## src/hdl/fnr50_pkg.sv

```systemverilog
package fnr50_pkg;

    // Radix-50 codes of the special characters
    localparam logic [5:0] R50_NONE       = 6'd0;
    localparam logic [5:0] CODE_DOLLAR    = 6'd27;
    localparam logic [5:0] R50_DOT        = 6'd28;
    localparam logic [5:0] CODE_PERCENT   = 6'd29;
    localparam logic [5:0] R50_DIGIT_BASE = 6'd30;

    // Character weights inside one word
    localparam logic [15:0] W_FIRST  = 16'd1600;
    localparam logic [15:0] W_SECOND = 16'd40;

    // Character position milestones
    localparam logic [3:0] POS_SECOND_WORD = 4'd3;
    localparam logic [3:0] POS_NAME_FULL   = 4'd6;
    localparam logic [3:0] POS_TYPE_START  = 4'd7;
    localparam logic [3:0] POS_TYPE_FULL   = 4'd10;

    localparam logic [7:0] ASCII_SLASH = 8'h2F;

    typedef logic [5:0]  t_r50_code;
    typedef logic [15:0] t_r50_word;

    // Map one ASCII byte to its Radix-50 code; R50_NONE marks an illegal byte
    function automatic t_r50_code r50_code(input logic [7:0] c);
        t_r50_code code;
        code = R50_NONE;
        if (c == 8'h24) begin
            code = CODE_DOLLAR;
        end else if (c == 8'h2E) begin
            code = R50_DOT;
        end else if (c == 8'h25) begin
            code = CODE_PERCENT;
        end else if (c >= 8'h30 && c <= 8'h39) begin
            code = 6'(c - 8'h30) + R50_DIGIT_BASE;
        end else if (c >= 8'h41 && c <= 8'h5A) begin
            code = 6'(c - 8'h40);
        end else if (c >= 8'h61 && c <= 8'h7A) begin
            code = 6'(c - 8'h60);
        end
        return code;
    endfunction

    // Weight a code by its slot inside a word (0 = first, 1 = second, 2 = third)
    function automatic t_r50_word r50_weigh(input t_r50_code code, input logic [1:0] slot);
        t_r50_word w;
        case (slot)
            2'd0:    w = 16'(code * W_FIRST);
            2'd1:    w = 16'(code * W_SECOND);
            default: w = 16'(code);
        endcase
        return w;
    endfunction

endpackage

```

## src/hdl/filename_to_radix50_packer_top.sv

```systemverilog
// Radix-50 filename packer, 6.3 format.
//
// Input channel (i_valid / o_ready): one beat per filename byte on
// i_char_code with i_end_of_name low, then one beat with i_end_of_name high
// that closes the name. A slash byte restarts the name from scratch.
// Output channel (o_valid / i_ready): one beat per closed name, carrying the
// two name words, the type word and o_name_legal. An illegal name comes out
// with all three words zero.
//
// Throughput: one input beat per cycle while o_ready is high. Each byte is
// decoded and added into the accumulators by a single constant-weight
// multiply-add in the cycle it is accepted. Latency: the result beat is valid
// in the cycle after the end beat is accepted, from the output register.
// Stall: while a result waits in the output register and i_ready is low,
// o_ready drops; byte beats keep flowing as soon as the register drains.
// Reset (i_rst_n low, synchronous): clear the position, the accumulators,
// the illegal flag and the output valid.
module filename_to_radix50_packer_top (
    input  logic        i_clk,
    input  logic        i_rst_n,
    input  logic        i_valid,
    output logic        o_ready,
    input  logic [7:0]  i_char_code,
    input  logic        i_end_of_name,
    output logic        o_valid,
    input  logic        i_ready,
    output logic [15:0] o_name_word_first,
    output logic [15:0] o_name_word_second,
    output logic [15:0] o_type_word,
    output logic        o_name_legal
);

    logic [3:0]  r_char_position, n_char_position;
    logic [15:0] r_word_first_acc, n_word_first_acc;
    logic [15:0] r_word_second_acc, n_word_second_acc;
    logic [15:0] r_type_acc, n_type_acc;
    logic        r_illegal_seen, n_illegal_seen;

    logic        r_out_valid;
    logic [15:0] r_out_first, r_out_second, r_out_type;
    logic        r_out_legal;

    logic                    in_beat;
    logic                    end_beat;
    fnr50_pkg::t_r50_code    code;
    logic [1:0]              slot;
    fnr50_pkg::t_r50_word    weighted;
    logic [3:0]              slot_pos;

    // Accept a new beat whenever the output register is empty or draining
    assign o_ready  = !r_out_valid || i_ready;
    assign in_beat  = i_valid && o_ready;
    assign end_beat = in_beat && i_end_of_name;

    assign code = fnr50_pkg::r50_code(i_char_code);

    // Slot inside the current word, taken from the position counter
    always_comb begin
        if (r_char_position < fnr50_pkg::POS_SECOND_WORD) begin
            slot_pos = r_char_position;
        end else if (r_char_position < fnr50_pkg::POS_NAME_FULL) begin
            slot_pos = r_char_position - fnr50_pkg::POS_SECOND_WORD;
        end else begin
            slot_pos = r_char_position - fnr50_pkg::POS_TYPE_START;
        end
        slot = slot_pos[1:0];
    end

    assign weighted = fnr50_pkg::r50_weigh(code, slot);

    always_comb begin
        n_char_position   = r_char_position;
        n_word_first_acc  = r_word_first_acc;
        n_word_second_acc = r_word_second_acc;
        n_type_acc        = r_type_acc;
        n_illegal_seen    = r_illegal_seen;
        if (in_beat) begin
            if (i_end_of_name || i_char_code == fnr50_pkg::ASCII_SLASH) begin
                // Restart the name
                n_char_position   = '0;
                n_word_first_acc  = '0;
                n_word_second_acc = '0;
                n_type_acc        = '0;
                n_illegal_seen    = 1'b0;
            end else if (!r_illegal_seen) begin
                if (code == fnr50_pkg::R50_NONE) begin
                    n_illegal_seen = 1'b1;
                end else if (code == fnr50_pkg::R50_DOT) begin
                    // A second dot is illegal; the first moves on to the type
                    if (r_char_position >= fnr50_pkg::POS_TYPE_START) begin
                        n_illegal_seen = 1'b1;
                    end else begin
                        n_char_position = fnr50_pkg::POS_TYPE_START;
                    end
                end else if (r_char_position < fnr50_pkg::POS_SECOND_WORD) begin
                    n_word_first_acc = r_word_first_acc + weighted;
                    n_char_position  = r_char_position + 4'd1;
                end else if (r_char_position < fnr50_pkg::POS_NAME_FULL) begin
                    n_word_second_acc = r_word_second_acc + weighted;
                    n_char_position   = r_char_position + 4'd1;
                end else if (r_char_position >= fnr50_pkg::POS_TYPE_START &&
                             r_char_position < fnr50_pkg::POS_TYPE_FULL) begin
                    n_type_acc      = r_type_acc + weighted;
                    n_char_position = r_char_position + 4'd1;
                end else begin
                    // Too many name or type characters
                    n_illegal_seen = 1'b1;
                end
            end
        end
    end

    always_ff @(posedge i_clk) begin
        if (!i_rst_n) begin
            r_char_position   <= '0;
            r_word_first_acc  <= '0;
            r_word_second_acc <= '0;
            r_type_acc        <= '0;
            r_illegal_seen    <= 1'b0;
        end else begin
            r_char_position   <= n_char_position;
            r_word_first_acc  <= n_word_first_acc;
            r_word_second_acc <= n_word_second_acc;
            r_type_acc        <= n_type_acc;
            r_illegal_seen    <= n_illegal_seen;
        end
    end

    // Output register: load on the end beat, hold while the receiver stalls
    always_ff @(posedge i_clk) begin
        if (!i_rst_n) begin
            r_out_valid <= 1'b0;
        end else if (end_beat) begin
            r_out_valid <= 1'b1;
        end else if (i_ready) begin
            r_out_valid <= 1'b0;
        end
    end

    always_ff @(posedge i_clk) begin
        if (end_beat) begin
            r_out_first  <= r_illegal_seen ? 16'd0 : r_word_first_acc;
            r_out_second <= r_illegal_seen ? 16'd0 : r_word_second_acc;
            r_out_type   <= r_illegal_seen ? 16'd0 : r_type_acc;
            r_out_legal  <= !r_illegal_seen;
        end
    end

    assign o_valid            = r_out_valid;
    assign o_name_word_first  = r_out_first;
    assign o_name_word_second = r_out_second;
    assign o_type_word        = r_out_type;
    assign o_name_legal       = r_out_legal;

`ifndef SYNTHESIS
    a_end_gives_result: assert property (@(posedge i_clk) disable iff (!i_rst_n)
        end_beat |=> o_valid)
        else $error("end beat did not produce a result");

    a_end_clears_state: assert property (@(posedge i_clk) disable iff (!i_rst_n)
        end_beat |=> (r_char_position == 4'd0 && !r_illegal_seen &&
                      r_word_first_acc == 16'd0 && r_type_acc == 16'd0))
        else $error("state not cleared after end beat");

    a_illegal_zero_words: assert property (@(posedge i_clk) disable iff (!i_rst_n)
        (o_valid && !o_name_legal) |->
            (o_name_word_first == 16'd0 && o_name_word_second == 16'd0 &&
             o_type_word == 16'd0))
        else $error("illegal name carries nonzero words");

    a_position_range: assert property (@(posedge i_clk) disable iff (!i_rst_n)
        r_char_position <= fnr50_pkg::POS_TYPE_FULL)
        else $error("character position out of range");
`endif

endmodule

```

## config.mk

```make
export PLATFORM = sky130hd
export DESIGN_NAME = filename_to_radix50_packer_top
export DESIGN_NICKNAME = d
export VERILOG_FILES = /design/src/hdl/fnr50_pkg.sv /design/src/hdl/filename_to_radix50_packer_top.sv
export SDC_FILE = /design/constraint.sdc
export NUM_CORES = 1
export LEC_CHECK = 0
export ABC_CLOCK_PERIOD_IN_PS = 12350
export BUFFER_PORTS_ARGS = -buffer_cell sky130_fd_sc_hd__buf_2
export CAP_MARGIN = 40
export CORE_ASPECT_RATIO = 0.9
export CORE_MARGIN = 5
export CORE_UTILIZATION = 35
export DETAILED_ROUTE_END_ITERATION = 8
export PLACE_DENSITY = 0.51
export SLEW_MARGIN = 20
export SYNTH_ARGS = -nofsm -noshare
export SYNTH_HDL_FRONTEND = slang
export SYNTH_SLANG_ARGS = --single-unit
export TNS_END_PERCENT = 30
```

## constraint.sdc

```tcl
create_clock -name i_clk -period 12.35 [get_ports i_clk]
set_input_delay 1.8525 -clock i_clk [delete_from_list [all_inputs] [get_ports i_clk]]
set_output_delay 1.8525 -clock i_clk [all_outputs]
set_load 0.02 [all_outputs]
```

==> run summary <==
status: complete, no violations
Max Slew Vio Count: 0
worst min path class: reg -> reg
ANT nets after route: 0
Initial Util: 35.9%
CTS root buf: clkbuf_16
Post-CTS Hold Buffers: 0
CTS sink count: 103
crit path kind: in -> reg
Buf+Inv Stages, Crit Path: 3
htree depth: 3
Mean Syn Cell Area: 9.45 µm²
die area: 0.0227 mm²
top layer in use: met4
core area: 0.0193 mm²
Detailed Place HPWL: 13.4 mm
drt first-iter violations: 293
max incr delay on CP: 0.61 ns
Tightest Pin Transition: 0.724 ns
Tmin final: 7.00 ns
Slew HR: 51.3%
Placed Instance Area: 0.00757 mm²
die width: 158 µm
Mapped Area: 0.00694 mm²
GRT Total Usage: 15.2%
P&R area growth vs syn: 13.4%
EDFF count, synth: 49
power density cells: 99.7 mW/mm²
slowest stage cell, crit path: a311oi_1
vias in the first global route: 5472
# setup viols final: 0
Total Wirelength: 16.9 mm
worst setup margin: 5.35 ns
Hold Fails Final Rpt: 0
Via-to-Cell Ratio: 5.34
Yosys cell types: 65
Top-Level Pins: 64
most frequent cell after synthesis: ha_1
CTS Buf Count: 9
Synth async-reset ratio: 0%
filler cell count: 1941
crit-path cells: buf_2 -> inv_1 -> ha_1 -> nand2b_1 -> a311oi_1 -> a222oi_1 -> inv_1 -> ha_1 -> ha_1 -> ha_1 -> ha_1 -> a21o_1 -> a21oi_1 -> xnor2_1 -> nor2_1 -> ha_1 -> a21oi_1 -> nor2b_1 -> o221ai_1 -> o31a_1 -> a31oi_1 -> a21o_1 -> and2_1
DRT met1 WL: 7.78 mm
Synth area leaders: edfxtp_1 (21%), dfxtp_1 (16%), ha_1 (14%)
worst clock skew: 0.00990 ns
gpl congestion: 0.890
syn nets: 829
most frequent CP cell: ha_1
Max Cap Viol: 0
largest area contributor in the netlist: edfxtp_1
top cell type's share of synthesized area: 21.2%
Wirelength per Cell: 16.1 µm
grt total ovfl: 0
DR pass1 iterations: 5
post-synthesis sequential area ratio: 36.8%
Crit path max-delay family: compound AO/OA/AOI/OAI gates
CP Data Required Time: 12.59 ns
worst slack, placed: 5.02 ns
Clock Latency Late Sink: 0.35 ns
post_cts resized: 0
Syn Inst Count: 734
unrepaired setup endpoints after global routing: false
met3 routed WL: 692 µm
Startpoint Class: input port
antenna violations before repair: 0
Pwr Total: 784 µW
crit path DAT: 7.24 ns
Crit Path Max Fanout: 6
Tcrit/Tclk final: 56.7%
largest net degree at the start of global routing: 37
layout cells sized above 1: 12.8%
Final Cell Area: 0.00787 mm²
first-pass GRT wire length: 27.6 mm
via count: 5594
clock buffer depth: 2
hold_ws: 0.504 ns
top_reg_cell synth: dfxtp_1
post-route setup TNS: 0 ns
IO buf count: 63
die height: 144 µm
Synth Warn #: 0
Commonest cells post-synth: ha_1 (77), nor2b_1 (73), nor2_1 (67)
DR WL met2: 8.11 mm
fmax: 0.143 GHz
Synth Register Bits: 103
Ant. Diodes: 0
# rows: 48
CTS tree: built
Nets: 888
DRC viols: 0
post-CTS setup buffers: 0
leakage: 0.00343 µW
Crit. End Element: register
worst vdd ir: 57.6 µV
clk slew on worst S/H paths: 0.07 ns
[worst reg2reg max path: stages (launching register included)]
cell and delay (ns):
dfxtp_1 0.65, ha_1 0.40, or3_1 0.41, mux2i_1 0.51, nor2_1 0.25, ha_1 0.29
fa_1 0.42, a21o_1 0.19, a21oi_1 0.23, o21bai_1 0.12, a2111oi_0 0.64, o31a_1 0.30
a21oi_1 0.07, a311oi_2 0.37, mux2i_1 0.23, nand2_1 0.06
[per-stage QoR]
stage / std cells / utilization (%)
6_report: 1048 / 40.7
3_3_place_gp: 1028 / 38.9
3_5_place_dp: 1031 / 39.2
2_1_floorplan: 734 / -
4_1_cts: 1047 / 40.7
5_1_grt: 1048 / 40.7
[path summary, 6_finish.rpt]
kind	from	endpoint	slack [ns]	cells past startpoint
worst max-delay path	i_char_code[2]	r_word_first_acc[15]$_SDFFE_PN0P_	5.35	23
worst min-delay path	r_word_second_acc[15]$_SDFFE_PN0P_	r_word_second_acc[15]$_SDFFE_PN0P_	0.50	2
worst max register to register	r_char_position[1]$_SDFFE_PN0P_	r_word_first_acc[14]$_SDFFE_PN0P_	7.10	15
worst min register to register	r_word_second_acc[15]$_SDFFE_PN0P_	r_word_second_acc[15]$_SDFFE_PN0P_	0.50	2
[registers in the layout (all words and copies together), names as in the netlist]
signal and flops:
r_word_first_acc 16, r_word_second_acc 16, r_type_acc 16, o_type_word 16, o_name_word_second 16, o_name_legal 1, o_valid 1, o_name_word_first 16
r_illegal_seen 1, r_char_position 4
[cell families (layout without fill, tap and decap cells)]
logic type / count (synthesis) / after routing / share of synthesized area, %
adders and majority gates: 86 / 86 / 15.9
buffers and inverters: 54 / 118 / 3.12
DFF: 103 / 103 / 36.8
xor gates and xnor gates: 43 / 43 / 5.43
and+or+nand+nor: 250 / 250 / 19.1
muxes: 3 / 3 / 0.451
AOI/OAI and AO/OA: 195 / 195 / 19.2
[report_power, final]
group	leakage [µW]	total [µW]	switching (µW)	internal, µW
clock	0.000140	282	127	155
sequential	0.000909	369	5.22	364
combinational	0.00238	133	85.7	46.8
[area by class of cell]
cell class	count	area [µm²]	share of cell area (%)
inverters	30	113	1.43
multi-input cells	577	4190	53.2
repair buffers	72	415	5.28
flip-flops and latches	103	2550	32.5
clock inverters	7	63.8	0.811
well taps	250	313	3.98
clock buffers	9	225	2.86
[layout by cell type, fill, tap and decap left out, drive strengths merged, types with 3 or more instances in the layout]
cell and instances:
o31a 3, clkbuf 9, a21oi 48, a211oi 5, o2111ai 4, nand4b 3, dfxtp 54, nand2b 7
xnor2 25, edfxtp 49, o21bai 6, and2 3, a311oi 6, o31ai 6, or3 5, nor2b 73
nand3b 3, nor3 17, fa 5, inv 30, nand3 21, o22ai 7, xor2 18, nor2 69
ha 77, nand2 30, and3 10, a31oi 6, o211ai 6, maj3 4, o21ai 30, a22oi 39
clkinv 5, a21o 9, o21a 4, buf 72
[per-layer routing]
| metal | track usage [%] | vias to the layer above |
|---|---|---|
| li1 | - | 2829 |
| met2 | 25.7 | 112 |
| met5 | 0 | - |
| met1 | 19.8 | 2629 |
| met4 | 5.16 | 0 |
| met3 | 2.50 | 24 |
Note: power is estimated with default switching activity, not from simulation.
